### src/rtl/lrf_pkg.sv
`default_nettype none

package lrf_pkg;

  // record layout
  localparam int MAX_PAYLOAD  = 100;
  localparam int HEADER_BYTES = 6;
  localparam int STORE_DEPTH  = HEADER_BYTES + MAX_PAYLOAD + 1;
  localparam int POS_W        = $clog2(STORE_DEPTH);

  // byte store split into eight byte-wide banks, one per lane of a word
  localparam int BANKS       = 8;
  localparam int BANK_SEL_W  = $clog2(BANKS);
  localparam int BANK_DEPTH  = (STORE_DEPTH + BANKS - 1) / BANKS;
  localparam int WORD_W      = POS_W - BANK_SEL_W;

  localparam logic [POS_W-1:0] PUT_LIMIT  = POS_W'(HEADER_BYTES + MAX_PAYLOAD);
  localparam logic [POS_W-1:0] LEN_POS    = POS_W'(HEADER_BYTES - 1);
  localparam logic [7:0]       HDR_LEN_OFS = 8'(HEADER_BYTES);

  localparam logic [7:0] HDR_MARK   = 8'h1E;
  localparam logic [7:0] CHECK_SEED = 8'hFF;
  localparam logic [7:0] OVF_BIT    = 8'h80;
  localparam logic [7:0] STR_RESET_LEN = 8'd32;

  // configuration port
  localparam int CFG_AW = 3;
  localparam logic [CFG_AW-3:0] REG_MAX_STR = '0;

  typedef enum logic [1:0] {
    OP_START  = 2'd0,
    OP_VALUE  = 2'd1,
    OP_STRING = 2'd2,
    OP_END    = 2'd3
  } op_t;

  typedef enum logic [1:0] {
    ST_IDLE,
    ST_PUT,
    ST_EMIT,
    ST_DRAIN
  } state_t;

  typedef struct packed {
    logic             en;
    logic [POS_W-1:0] pos;
    logic [7:0]       data;
  } store_wr_t;

endpackage

`default_nettype wire

### src/rtl/log_record_framer_unit.sv
// start: five header bytes; append value: 1, 2, 4 or 8 bytes, one store write per byte
// string character: 0 to 2 bytes; end record: busy while words = wp/8+1 (1..14) are read
// after end: words leave via the read and output registers, one word per cycle (one row
// of the eight-bank byte store per read); results cannot be stalled by the receiver
// sync reset: control state cleared, max string length set to 32; store left as is
`default_nettype none

module log_record_framer_unit (
  input  logic                        clk,
  input  logic                        rst_n,
  input  logic                        start,
  output logic                        busy,
  input  logic [1:0]                  in_operation,
  input  logic [15:0]                 in_file_id,
  input  logic [15:0]                 in_line_number,
  input  logic [63:0]                 in_value,
  input  logic [1:0]                  in_value_size,
  input  logic [7:0]                  in_text_char,
  output logic                        out_valid,
  output logic [63:0]                 out_frame_data,
  output logic [3:0]                  out_byte_count,
  output logic                        out_last_word,
  input  logic                        cfg_psel,
  input  logic                        cfg_penable,
  input  logic                        cfg_pwrite,
  input  logic [lrf_pkg::CFG_AW-1:0]  cfg_paddr,
  input  logic [31:0]                 cfg_pwdata,
  output logic [31:0]                 cfg_prdata,
  output logic                        cfg_pready
);
  import lrf_pkg::*;

  logic [7:0]        max_str_r;
  logic              cfg_wr;
  logic              cfg_hit;
  store_wr_t         st_wr;
  logic [WORD_W-1:0] st_rd_addr;
  logic [63:0]       st_rd_data;

  // register file: one register, max string length
  assign cfg_pready = 1'b1;
  assign cfg_hit    = cfg_paddr[CFG_AW-1:2] == REG_MAX_STR;
  assign cfg_wr     = cfg_psel && cfg_penable && cfg_pwrite && cfg_pready && cfg_hit;
  assign cfg_prdata = cfg_hit ? {24'd0, max_str_r} : 32'd0;

  always_ff @(posedge clk) begin
    if (!rst_n) begin
      max_str_r <= STR_RESET_LEN;
    end else if (cfg_wr) begin
      max_str_r <= cfg_pwdata[7:0];
    end
  end

  lrf_store u_store (
    .clk    (clk),
    .wr     (st_wr),
    .rd_addr(st_rd_addr),
    .rd_data(st_rd_data)
  );

  lrf_seq u_seq (
    .clk           (clk),
    .rst_n         (rst_n),
    .start         (start),
    .busy          (busy),
    .in_operation  (in_operation),
    .in_file_id    (in_file_id),
    .in_line_number(in_line_number),
    .in_value      (in_value),
    .in_value_size (in_value_size),
    .in_text_char  (in_text_char),
    .max_str_len   (max_str_r),
    .wr            (st_wr),
    .rd_addr       (st_rd_addr),
    .rd_data       (st_rd_data),
    .out_valid     (out_valid),
    .out_frame_data(out_frame_data),
    .out_byte_count(out_byte_count),
    .out_last_word (out_last_word)
  );

endmodule

`default_nettype wire

### src/rtl/lrf_ram.sv
`default_nettype none

module lrf_ram #(
  parameter int WIDTH = 8,
  parameter int DEPTH = 16
) (
  input  logic                     clk,
  input  logic                     we,
  input  logic [$clog2(DEPTH)-1:0] waddr,
  input  logic [WIDTH-1:0]         wdata,
  input  logic [$clog2(DEPTH)-1:0] raddr,
  output logic [WIDTH-1:0]         rdata
);

  logic [WIDTH-1:0] mem [DEPTH];

  // one write port, registered read
  always_ff @(posedge clk) begin
    if (we) begin
      mem[waddr] <= wdata;
    end
    rdata <= mem[raddr];
  end

endmodule

`default_nettype wire

### src/rtl/lrf_store.sv
`default_nettype none

module lrf_store (
  input  logic                      clk,
  input  lrf_pkg::store_wr_t        wr,
  input  logic [lrf_pkg::WORD_W-1:0] rd_addr,
  output logic [63:0]               rd_data
);
  import lrf_pkg::*;

  // byte position selects lane in low bits, word row in high bits
  for (genvar b = 0; b < BANKS; b++) begin : g_bank
    logic bank_we;

    assign bank_we = wr.en && (wr.pos[BANK_SEL_W-1:0] == BANK_SEL_W'(b));

    lrf_ram #(
      .WIDTH(8),
      .DEPTH(BANK_DEPTH)
    ) u_bank (
      .clk  (clk),
      .we   (bank_we),
      .waddr(wr.pos[POS_W-1:BANK_SEL_W]),
      .wdata(wr.data),
      .raddr(rd_addr),
      .rdata(rd_data[8*b +: 8])
    );
  end

endmodule

`default_nettype wire

### src/rtl/lrf_seq.sv
`default_nettype none

module lrf_seq (
  input  logic                       clk,
  input  logic                       rst_n,
  input  logic                       start,
  output logic                       busy,
  input  logic [1:0]                 in_operation,
  input  logic [15:0]                in_file_id,
  input  logic [15:0]                in_line_number,
  input  logic [63:0]                in_value,
  input  logic [1:0]                 in_value_size,
  input  logic [7:0]                 in_text_char,
  input  logic [7:0]                 max_str_len,
  output lrf_pkg::store_wr_t         wr,
  output logic [lrf_pkg::WORD_W-1:0] rd_addr,
  input  logic [63:0]                rd_data,
  output logic                       out_valid,
  output logic [63:0]                out_frame_data,
  output logic [3:0]                 out_byte_count,
  output logic                       out_last_word
);
  import lrf_pkg::*;

  state_t           state_r, state_nxt;
  logic [POS_W-1:0] wp_r, wp_nxt;
  logic [7:0]       chk_r, chk_nxt;
  logic             ovf_r, ovf_nxt;
  logic [7:0]       scnt_r, scnt_nxt;
  logic             scap_r, scap_nxt;
  logic [63:0]      put_data_r, put_data_nxt;
  logic [3:0]       put_cnt_r, put_cnt_nxt;
  logic             hdr_r, hdr_nxt;
  logic [WORD_W-1:0] issue_w_r, issue_w_nxt;
  logic [WORD_W-1:0] data_w_r;
  logic             data_v_r;
  logic             out_valid_r;
  logic [63:0]      out_data_r, out_data_nxt;
  logic [3:0]       out_cnt_r, out_cnt_nxt;
  logic             out_last_r, out_last_nxt;

  logic             accept;
  op_t              op;
  logic             put_ok;
  logic [7:0]       put_byte;
  logic             last_issue;
  logic [7:0]       len_byte;
  logic [7:0]       chk_byte;
  logic             last_data;

  // string character decode
  logic             str_take;
  logic [7:0]       str_cnt_inc;
  logic             str_cap;
  logic [3:0]       str_n;
  logic [63:0]      str_data;

  assign accept     = start && (state_r == ST_IDLE);
  assign op         = op_t'(in_operation);
  assign put_byte   = put_data_r[7:0];
  assign put_ok     = wp_r < PUT_LIMIT;
  assign last_issue = issue_w_r == wp_r[POS_W-1:BANK_SEL_W];
  assign last_data  = data_w_r == wp_r[POS_W-1:BANK_SEL_W];

  // length byte and closing check
  always_comb begin
    len_byte = {{(8 - POS_W){1'b0}}, wp_r} - HDR_LEN_OFS;
    if (ovf_r) begin
      len_byte = len_byte | OVF_BIT;
    end
    chk_byte = chk_r ^ len_byte;
  end

  // how a string character turns into bytes
  always_comb begin
    str_take    = 1'b0;
    str_cnt_inc = scnt_r;
    str_cap     = 1'b0;
    str_n       = 4'd0;
    str_data    = '0;
    if (scap_r) begin
      str_n = 4'd0;
    end else if (in_text_char == 8'd0) begin
      str_n = 4'd1;
    end else begin
      str_take = scnt_r < max_str_len;
      if (str_take) begin
        str_cnt_inc = scnt_r + 8'd1;
      end
      str_cap = str_cnt_inc >= max_str_len;
      if (str_take && str_cap) begin
        str_n    = 4'd2;
        str_data = {48'd0, 8'd0, in_text_char};
      end else if (str_take) begin
        str_n    = 4'd1;
        str_data = {56'd0, in_text_char};
      end else begin
        str_n    = 4'd1;
        str_data = '0;
      end
    end
  end

  // next state
  always_comb begin
    state_nxt = state_r;
    case (state_r)
      ST_IDLE: begin
        if (accept) begin
          case (op)
            OP_START, OP_VALUE: state_nxt = ST_PUT;
            OP_STRING:          state_nxt = (str_n != 4'd0) ? ST_PUT : ST_IDLE;
            OP_END:             state_nxt = ST_EMIT;
            default:            state_nxt = ST_IDLE;
          endcase
        end
      end
      ST_PUT: begin
        if (put_cnt_r == 4'd1) begin
          state_nxt = ST_IDLE;
        end
      end
      ST_EMIT: begin
        if (last_issue) begin
          state_nxt = ST_DRAIN;
        end
      end
      ST_DRAIN: state_nxt = ST_IDLE;
      default:  state_nxt = ST_IDLE;
    endcase
  end

  // record state and byte feed
  always_comb begin
    wp_nxt       = wp_r;
    chk_nxt      = chk_r;
    ovf_nxt      = ovf_r;
    scnt_nxt     = scnt_r;
    scap_nxt     = scap_r;
    put_data_nxt = put_data_r;
    put_cnt_nxt  = put_cnt_r;
    hdr_nxt      = hdr_r;
    issue_w_nxt  = issue_w_r;
    case (state_r)
      ST_IDLE: begin
        if (accept) begin
          case (op)
            OP_START: begin
              wp_nxt       = '0;
              chk_nxt      = CHECK_SEED;
              ovf_nxt      = 1'b0;
              scnt_nxt     = '0;
              scap_nxt     = 1'b0;
              put_data_nxt = {24'd0, in_line_number, in_file_id, HDR_MARK};
              put_cnt_nxt  = 4'd5;
              hdr_nxt      = 1'b1;
            end
            OP_VALUE: begin
              put_data_nxt = in_value;
              put_cnt_nxt  = 4'd1 << in_value_size;
              hdr_nxt      = 1'b0;
            end
            OP_STRING: begin
              put_data_nxt = str_data;
              put_cnt_nxt  = str_n;
              hdr_nxt      = 1'b0;
              if (scap_r) begin
                if (in_text_char == 8'd0) begin
                  scap_nxt = 1'b0;
                  scnt_nxt = '0;
                end
              end else if (in_text_char == 8'd0) begin
                scnt_nxt = '0;
              end else begin
                scnt_nxt = str_cnt_inc;
                if (str_cap) begin
                  scap_nxt = 1'b1;
                end
              end
            end
            OP_END: begin
              issue_w_nxt = '0;
            end
            default: begin
              hdr_nxt = hdr_r;
            end
          endcase
        end
      end
      ST_PUT: begin
        put_data_nxt = {8'd0, put_data_r[63:8]};
        put_cnt_nxt  = put_cnt_r - 4'd1;
        if (put_ok) begin
          chk_nxt = chk_r ^ put_byte;
          wp_nxt  = wp_r + POS_W'(1);
        end else begin
          ovf_nxt = 1'b1;
        end
        // header skips the length byte slot
        if (hdr_r && put_cnt_r == 4'd1) begin
          wp_nxt = wp_r + POS_W'(2);
        end
      end
      ST_EMIT: begin
        issue_w_nxt = issue_w_r + WORD_W'(1);
      end
      ST_DRAIN: begin
        issue_w_nxt = issue_w_r;
      end
      default: begin
        issue_w_nxt = issue_w_r;
      end
    endcase
  end

  // word assembly from the read row
  always_comb begin
    logic [POS_W-1:0] idx;
    out_data_nxt = '0;
    for (int k = 0; k < BANKS; k++) begin
      idx = {data_w_r, BANK_SEL_W'(k)};
      if (idx == wp_r) begin
        out_data_nxt[8*k +: 8] = chk_byte;
      end else if (idx > wp_r) begin
        out_data_nxt[8*k +: 8] = 8'd0;
      end else if (idx == LEN_POS) begin
        out_data_nxt[8*k +: 8] = len_byte;
      end else begin
        out_data_nxt[8*k +: 8] = rd_data[8*k +: 8];
      end
    end
    out_last_nxt = last_data;
    out_cnt_nxt  = last_data ? ({1'b0, wp_r[BANK_SEL_W-1:0]} + 4'd1) : 4'(BANKS);
  end

  // store access and handshake outputs
  always_comb begin
    wr.en   = (state_r == ST_PUT) && put_ok;
    wr.pos  = wp_r;
    wr.data = put_byte;
    rd_addr = issue_w_r;
    busy    = state_r != ST_IDLE;
  end

  assign out_valid      = out_valid_r;
  assign out_frame_data = out_data_r;
  assign out_byte_count = out_cnt_r;
  assign out_last_word  = out_last_r;

  // control registers
  always_ff @(posedge clk) begin
    if (!rst_n) begin
      state_r     <= ST_IDLE;
      wp_r        <= '0;
      chk_r       <= CHECK_SEED;
      ovf_r       <= 1'b0;
      scnt_r      <= '0;
      scap_r      <= 1'b0;
      put_cnt_r   <= '0;
      hdr_r       <= 1'b0;
      issue_w_r   <= '0;
      data_v_r    <= 1'b0;
      out_valid_r <= 1'b0;
    end else begin
      state_r     <= state_nxt;
      wp_r        <= wp_nxt;
      chk_r       <= chk_nxt;
      ovf_r       <= ovf_nxt;
      scnt_r      <= scnt_nxt;
      scap_r      <= scap_nxt;
      put_cnt_r   <= put_cnt_nxt;
      hdr_r       <= hdr_nxt;
      issue_w_r   <= issue_w_nxt;
      data_v_r    <= state_r == ST_EMIT;
      out_valid_r <= data_v_r;
    end
  end

  // payload registers
  always_ff @(posedge clk) begin
    put_data_r <= put_data_nxt;
    data_w_r   <= issue_w_r;
    out_data_r <= out_data_nxt;
    out_cnt_r  <= out_cnt_nxt;
    out_last_r <= out_last_nxt;
  end

endmodule

`default_nettype wire

### config.mk
export PLATFORM = sky130hd
export DESIGN_NAME = log_record_framer_unit
export DESIGN_NICKNAME = d
export VERILOG_FILES = /design/src/rtl/lrf_pkg.sv /design/src/rtl/log_record_framer_unit.sv /design/src/rtl/lrf_ram.sv /design/src/rtl/lrf_store.sv /design/src/rtl/lrf_seq.sv
export SDC_FILE = /design/constraint.sdc
export NUM_CORES = 1
export LEC_CHECK = 0
export ABC_AREA = 1
export BUFFER_PORTS_ARGS = -buffer_cell sky130_fd_sc_hd__buf_2
export CELL_PAD_IN_SITES_DETAIL_PLACEMENT = 1
export CELL_PAD_IN_SITES_GLOBAL_PLACEMENT = 1
export CORE_ASPECT_RATIO = 1.2
export CORE_UTILIZATION = 52
export CTS_BUF_LIST = sky130_fd_sc_hd__clkbuf_4 sky130_fd_sc_hd__clkbuf_8
export CTS_CLUSTER_DIAMETER = 120
export CTS_CLUSTER_SIZE = 25
export DETAILED_ROUTE_END_ITERATION = 10
export PLACE_DENSITY = 0.92
export SETUP_SLACK_MARGIN = 0.5
export SLEW_MARGIN = 30
export SYNTH_ARGS = -nofsm -noshare
export SYNTH_HDL_FRONTEND = slang
export SYNTH_SLANG_ARGS = --single-unit
### constraint.sdc
create_clock -name clk -period 3.6 [get_ports clk]
set_input_delay 0.9 -clock clk [delete_from_list [all_inputs] [get_ports clk]]
set_output_delay 0.9 -clock clk [all_outputs]
set_load 0.03 [all_outputs]
# ---- Word-level counts from Yosys, hierarchy flattened
# Memories as Yosys holds them, arrays and structs flattened. A register that Yosys moved wholly into a read port is not among the register bits.
# Index checks and enable logic that the tools add are counted.
dict set report op_classes {
  add_sub_neg 7
  magnitude_cmp 11
  n_eq_ne 34
  n_shift 1
  mux 85
  bitwise_logic 3
  reduce_logical 37
}
# operator n
set op_table {}
lappend op_table {{64-bit 2-to-1 mux} 4}
lappend op_table {{8-bit 2-to-1 mux} 29}
lappend op_table {{64-bit case mux with 3 select lines} 1}
lappend op_table {{64-bit case mux with 2 select lines} 1}
lappend op_table {{7-bit == test} 8}
lappend op_table {{7-bit greater-than comparator} 8}
lappend op_table {{8-bit case mux with 2 select lines} 2}
lappend op_table {{7-bit 2-to-1 mux} 4}
lappend op_table {{1-bit 2-to-1 mux} 26}
lappend op_table {{4-bit 2-to-1 mux} 5}
lappend op_table {{4-bit case mux with 2 select lines} 2}
lappend op_table {{4-bit AND reduction} 4}
lappend op_table {{8-bit XOR} 2}
lappend op_table {{1-bit logical AND} 15}
lappend op_table {{3-bit AND reduction} 5}
lappend op_table {{7-bit case mux with 2 select lines} 1}
lappend op_table {{3-bit == test (second input constant)} 4}
lappend op_table {{4-bit case mux with 3 select lines} 1}
lappend op_table {{2-bit nonzero test} 5}
lappend op_table {{8-bit by 1-bit adder with 8-bit output (second input constant)} 1}
lappend op_table {{2-bit == test (second input constant)} 4}
lappend op_table {{4-bit == test} 2}
lappend op_table {{8-bit >= comparator} 1}
lappend op_table {{8-bit logical NOT} 1}
lappend op_table {{28 further kinds} 42}
dict set report word_totals {
  regBits 183
  ramBits 896
  elab_cells 203
  n_memories 8
}
# name depth word_bits read_ports rd_ports_with_merged_regs wr line
set mem_list {}
lappend mem_list {{u_store.g_bank[0].u_bank.mem} 14 8 1 1 1 lrf_ram.sv:15} ;# logic [WIDTH-1:0] mem [DEPTH];
lappend mem_list {{u_store.g_bank[1].u_bank.mem} 14 8 1 1 1 lrf_ram.sv:15}
lappend mem_list {{u_store.g_bank[2].u_bank.mem} 14 8 1 1 1 lrf_ram.sv:15}
lappend mem_list {{u_store.g_bank[3].u_bank.mem} 14 8 1 1 1 lrf_ram.sv:15}
lappend mem_list {{u_store.g_bank[4].u_bank.mem} 14 8 1 1 1 lrf_ram.sv:15}
lappend mem_list {{u_store.g_bank[5].u_bank.mem} 14 8 1 1 1 lrf_ram.sv:15}
lappend mem_list {{+2 memories} -- -- -- -- -- --}

# ---- Logic depth before layout (Yosys ltp)
dict set report logic_depth {
  depth_word 14
  mapped_depth 24
  mapped_depth_nobuf 23
}

# ---- Modules after synthesis
# A second synthesis with hierarchy kept.
dict set report hier_totals {
  cells_unflattened 4772
  area_unflattened_um2 48946.9
}
# module instances cells_per_inst area_per_inst_um2 seq_area_each_um2
set modules_own_cells {}
lappend modules_own_cells {lrf_ram 8 455 4973.5 3523.4}
lappend modules_own_cells {lrf_seq 1 1017 8436.8 4144.0}
lappend modules_own_cells {log_record_framer_unit 1 98 658.1 160.2}
lappend modules_own_cells {lrf_store 1 17 63.8 0.0}

# ---- Worst setup path after synthesis
# OpenSTA, ideal clock, no wires.
dict set report synth_path {
  kind {input to register}
  startpoint {input in_operation[0]}
  endpoint {register u_seq.put_cnt_r[2]}
  setup_time_ns 0.166
  arrival_time_ns 2.387
  required_time_ns 3.434
  setup_slack_ns 1.048
  stages 8
  path_buffers 0
  cell_sequence {inv_1 -> ha_1 -> o21ai_2 -> clkinv_2 -> a21oi_2 -> inv_2 -> o21ai_0 -> a21oi_1}
}
dict set report synth_via {
  elab_chain_len 4
  elab_cells_between_ends 8
  classes_between {eq/ne (3); mux (3); reduce/logical (2)}
}
# item line
set synth_rtl {}
lappend synth_rtl {{start: declaration} log_record_framer_unit.sv:13} ;# input logic [1:0] in_operation,
lappend synth_rtl {{2-bit == test, or another cell as far along} lrf_seq.sv:147} ;# case (op)
lappend synth_rtl {{4-bit case mux with 3 select lines} lrf_seq.sv:147}
lappend synth_rtl {{4-bit 2-to-1 mux} lrf_seq.sv:146} ;# if (accept) begin
lappend synth_rtl {{4-bit case mux with 2 select lines} lrf_seq.sv:144} ;# case (state_r)
lappend synth_rtl {{end signal: assignment} lrf_seq.sv:271} ;# put_cnt_r <= put_cnt_nxt;
lappend synth_rtl {{end: declaration} lrf_seq.sv:32} ;# logic [3:0] put_cnt_r, put_cnt_nxt;
# Several ways; a longest one is shown, not always the timed one. The select of a mux whose other input is x is not followed.
# A chain may end at the register's enable or synchronous reset.

# ---- Final worst setup path
dict set report layout_path {
  startpoint {register u_seq.wp_r[3]}
  endpoint {memory u_store.g_bank[2].u_bank.mem[13][4], enable pin}
}
dict set report layout_via {
  elab_chain_len 5
}
# item line
set layout_rtl {}
lappend layout_rtl {{start: declaration} lrf_seq.sv:26} ;# logic [POS_W-1:0] wp_r, wp_nxt;
lappend layout_rtl {{start signal: assignment} lrf_seq.sv:266} ;# wp_r <= wp_nxt;
lappend layout_rtl {{7-bit < comparator} lrf_seq.sv:61} ;# assign put_ok = wp_r < PUT_LIMIT;
lappend layout_rtl {{1-bit logical AND} lrf_seq.sv:238} ;# wr.en = (state_r == ST_PUT) && put_ok;
lappend layout_rtl {{1-bit logical AND} lrf_store.sv:15} ;# assign bank_we = wr.en && (wr.pos[BANK_SEL_W-1:0] == BANK_SEL_W'(b));
lappend layout_rtl {{1-bit 2-to-1 mux} lrf_ram.sv:19} ;# if (we) begin
lappend layout_rtl {{1-bit 2-to-1 mux (not written as such)} lrf_ram.sv:20} ;# mem[waddr] <= wdata;
lappend layout_rtl {{end: declaration} lrf_ram.sv:15}
# Several ways; a longest one is shown, not always the timed one.

==> run summary <==
The tools report the total count of hold-check failures in the final report as 0. For this design, the slowest cell found on the critical path is nor2_1. The power density relative to cell area was 492.1 nW/um^2; the slew at the pin closest to its max-slew limit was 1.093 ns. Clock latency on the worst-skew pair, taken at its later pin, is 0.81 ns.

The synthesized design spends more area on one cell type than any other, namely edfxtp_1. The cell at the root of the clock tree was clkbuf_8. Of all nets on the critical path, the largest fanout is 8. The placer's final routability congestion estimate is 0.9274, and the overall die area is 88240 sq um.

After detailed routing, the wire length on met1 is 49.00 mm. Global routing used 29.82% of the available tracks. The worst flop-to-flop path startpoint is u_seq.wp_r[3].

The clock net in this run drives a total of 1143 sinks. For the worst flop-to-flop path, the logic depth is 4. TritonCTS built the clock tree. After detailed routing, the average wire length per cell comes to 26.87 microns. 253 I/O pins were placed. The number of antenna violations at the first check in global routing was 6; the hold-critical path depth was 3. The count of unresolved DRC violations after routing was 0. In this run, post-CTS hold repair placed 0 buffers.

The worst register-to-register path ends at u_store.g_bank[2].u_bank.mem[13][4]. IR analysis of the VDD net gives a maximum drop of 0.0003968 V. The tools report the site row count as 118.

Counting flops with a built-in enable in the synthesized netlist gives 960. Setup violations remaining at the end of the flow were counted as 0. The highest clock rate is 311.5 MHz.

The slack of the critical path was 0.3899 ns; the required time at the worst-slack endpoint was 4.02 ns. Before CTS, the worst setup slack after placement is 0.5237 ns. The tools report the launch point of the worst hold path as cfg_pwdata[5]. The analysis attributes to cell leakage a power of 16.60 nW.

The run gives 3 as the number of buffers on the longest clock path. The detail-routed via count per cell was 6.302. The wire length on met3 was 11.57 mm; the die outline width was 271.3 microns.

The period utilization is 89.17%, and the total standard cell area after synthesis is 45270 sq um. Port buffering added 201 buffers. Once the floorplan was initialized, standard cells occupied 52.50% of the core. The uppermost metal layer occupied by signal nets is met5. Traced cell by cell, the critical path runs through inv_1, nor2_1, nand2_1, nor2_1. By count the netlist is led by edfxtp_1 (960), nor2_1 (626), o21ai_0 (533). The run finished with clean final reports. The H-tree generated during clock tree synthesis spans 2 levels. After synthesis, the cell types taking the most area are edfxtp_1 (64%), dfxtp_1 (8.1%), o21ai_0 (5.9%), nor2_1 (5.2%), nand2_1 (2.6%). For this block, the initial DRC count from the detailed router was 3460. Clock skew on the completed layout was measured at 0.05481 ns. Setup repair after global routing could not meet its margin everywhere. For hold timing, the worst endpoint is max_str_r[5]. The flip-flop and latch area is 32500 sq um, and the number of global-route vias before repair is 32460.

The tools report the synthesized instance count as 3731. The share of async-settable or async-resettable flops after synthesis is 0%, and the first-pass iteration count of the detailed router is 5. Area of combinational cells with multiple inputs: 11300 sq um. The tightest min-delay check is of the in -> reg type.

The flip-flop and latch count after synthesis came out at 1143. The detailed router placed 31520 vias in this run. The total negative slack for setup checks was 0 ns; the proportion of synthesized chip area in sequential cells was 71.78%.

The run gives 0 as the count of nets left with antenna violations after detail routing. STA puts the critical path data arrival time at 3.63 ns. The tools report the number of pins with negative max-slew slack in the final report as 0.

After clock tree synthesis, the clock-pin slew on the worst setup and hold paths is 0.15 ns. The worst setup path is of the reg -> reg kind. The total area inside the core boundary comes to 86220 sq um. The wire length of the first global-routing pass is 198.2 mm, and the final critical-path required period is 3.210 ns. In the detailed route, the total length drawn on met2 is 67.06 mm. In this design, the critical path's most frequently occurring cell is nor2_1. In this run the biggest area consumer among cell types represents 63.69% of the synthesized area. Yosys printed 0 warnings. Startpoint class of the critical path: a flop. The design draws 23.88 mW. The fraction of layout cells with a size suffix above 1 was 11.68%; the final net count was 4007. The synthesis-to-finish area growth is 7.223%.

Averaged over all synthesized cells, the footprint is 12.13 sq um. In this run the worst setup path begins at u_seq.wp_r[3]. The pin count of the biggest net entering global routing was 185.

Counting the buffers created by CTS gives 51. Relative max-transition margin: 26.98%. The run gives 0 as the number of max-cap violations. The routed design has 134.4 mm of wire.

Across all register-to-register paths, the minimum setup slack is 0.39 ns. The total global routing overflow was 0; the height of the die was 325.2 microns. The logs give 86.83 mm for the post-DP HPWL and 8768 for the count of fill cells added during filler insertion. Among all flip-flop cells after synthesis, the most frequent one is edfxtp_1. The largest single stage delay on the critical path is 0.95 ns. In the post-synthesis netlist, the cell with the most instances is edfxtp_1. In this run, distinct cell masters in the synthesized netlist total 48.

The critical path endpoint category is a flop.
[cell type report]
type	instances	area share [%]
inverters	103	0.8378
clock buffers	92	2.093
diodes	1	0.005156
clock inverters	4	0.05414
repair buffers	277	3.815
flip-flops and latches	1143	66.97
multi-input cells	2242	23.29
well taps	1140	2.939
[cells by family after synthesis]
family | share of synthesized area [%]
simple gates | 9.998
buf+inv | 3.593
flops | 71.78
other cells | 0.01659
compound gates | 13.03
fa+ha+maj | 1.106
xor+xnor | 0.4810
[sequential cells by signal, summed over array words and instances (netlist names), 2 cells and up]
| register | count |
|---|---|
| u_store.g_bank.u_bank.mem | 896 |
| u_seq.out_frame_data | 64 |
| u_seq.put_data_r | 64 |
| u_store.g_bank.u_bank.rdata | 64 |
| max_str_r | 8 |
| u_seq.chk_r | 8 |
| u_seq.scnt_r | 8 |
| u_seq.wp_r | 7 |
| u_seq.data_w_r | 4 |
| u_seq.out_byte_count | 4 |
| u_seq.put_cnt_r | 4 |
| u_seq.rd_addr | 4 |
| u_seq.state_r | 2 |
[critical path, delay by kind of cell (launching register included)]
kind	cells	cell delay [ns]
DFF	1	0.61
buffers and inverters	1	0.25
and+or+nand+nor	3	1.96
[placed cells by master (no fill, tap or decap), types with 3 or more instances in the layout]
master,synthesis,routed
edfxtp_1,960,960
nor2_1,626,604
o21ai_0,533,532
nand2_1,309,309
buf_2,59,201
dfxtp_1,183,180
a21oi_1,162,161
nand3_1,150,150
o22ai_1,101,101
o221ai_1,100,100
inv_1,92,88
clkbuf_8,2,52
buf_4,33,52
o21ai_1,46,47
clkbuf_4,0,40
ha_1,40,39
o211ai_1,32,32
a31oi_1,32,32
nor2_2,3,25
conb_1,2,25
buf_12,0,18
xor2_1,15,15
nand2_2,10,10
nor3_1,9,9
inv_2,9,8
o2111ai_1,8,8
xnor2_1,8,7
o21ai_2,5,5
a21oi_2,4,5
nor2_4,4,4
clkinv_2,1,3
or2_2,3,3
inv_4,0,3
buf_8,0,3
dfxtp_4,0,3
[power by group]
part | switching, mW | internal [mW] | leakage, nW
Sequential | 0.257 | 15.2 | 10.2
Combinational | 2.20 | 0.652 | 5.83
Clock | 3.82 | 1.79 | 0.570
[through the flow]
step	util [%]	area (sq um)	hold slack, ns	cells
2_1_floorplan	-	45350	0.3290	3754
3_3_place_gp	54.88	47320	0.3953	4898
3_5_place_dp	54.94	47370	0.4409	4901
4_1_cts	56.14	48410	0.3003	4997
5_1_grt	56.29	48540	0.3271	5002
6_report	56.29	48540	0.3389	5002
[how the worst max path moves through the flow]
stage,slack (ns),cells past startpoint,to
final,0.39,4,u_store.g_bank[2].u_bank.mem[13][4]
after global routing,0.36,9,u_store.g_bank[2].u_bank.mem[10][1]
after CTS,0.54,9,u_store.g_bank[2].u_bank.mem[11][3]
after detailed placement,0.52,10,u_seq.put_cnt_r[2]
after global placement,0.60,10,u_seq.put_cnt_r[2]
after floorplan,1.05,8,u_seq.put_cnt_r[2]
[routing by layer]
metal	global-route usage, %	vias up
li1	-	13630
met1	36.34	15730
met2	50.98	1741
met3	5.551	421
met4	14.37	2
met5	0	-
[what timing repair did]
item                                    in CTS  in global routing
resized for setup                            0                 24
hold endpoints to repair                     0                  0
endpoints found under the setup margin       0                274
buffers inserted                             0                  2
(Power assumes the default switching activity.)
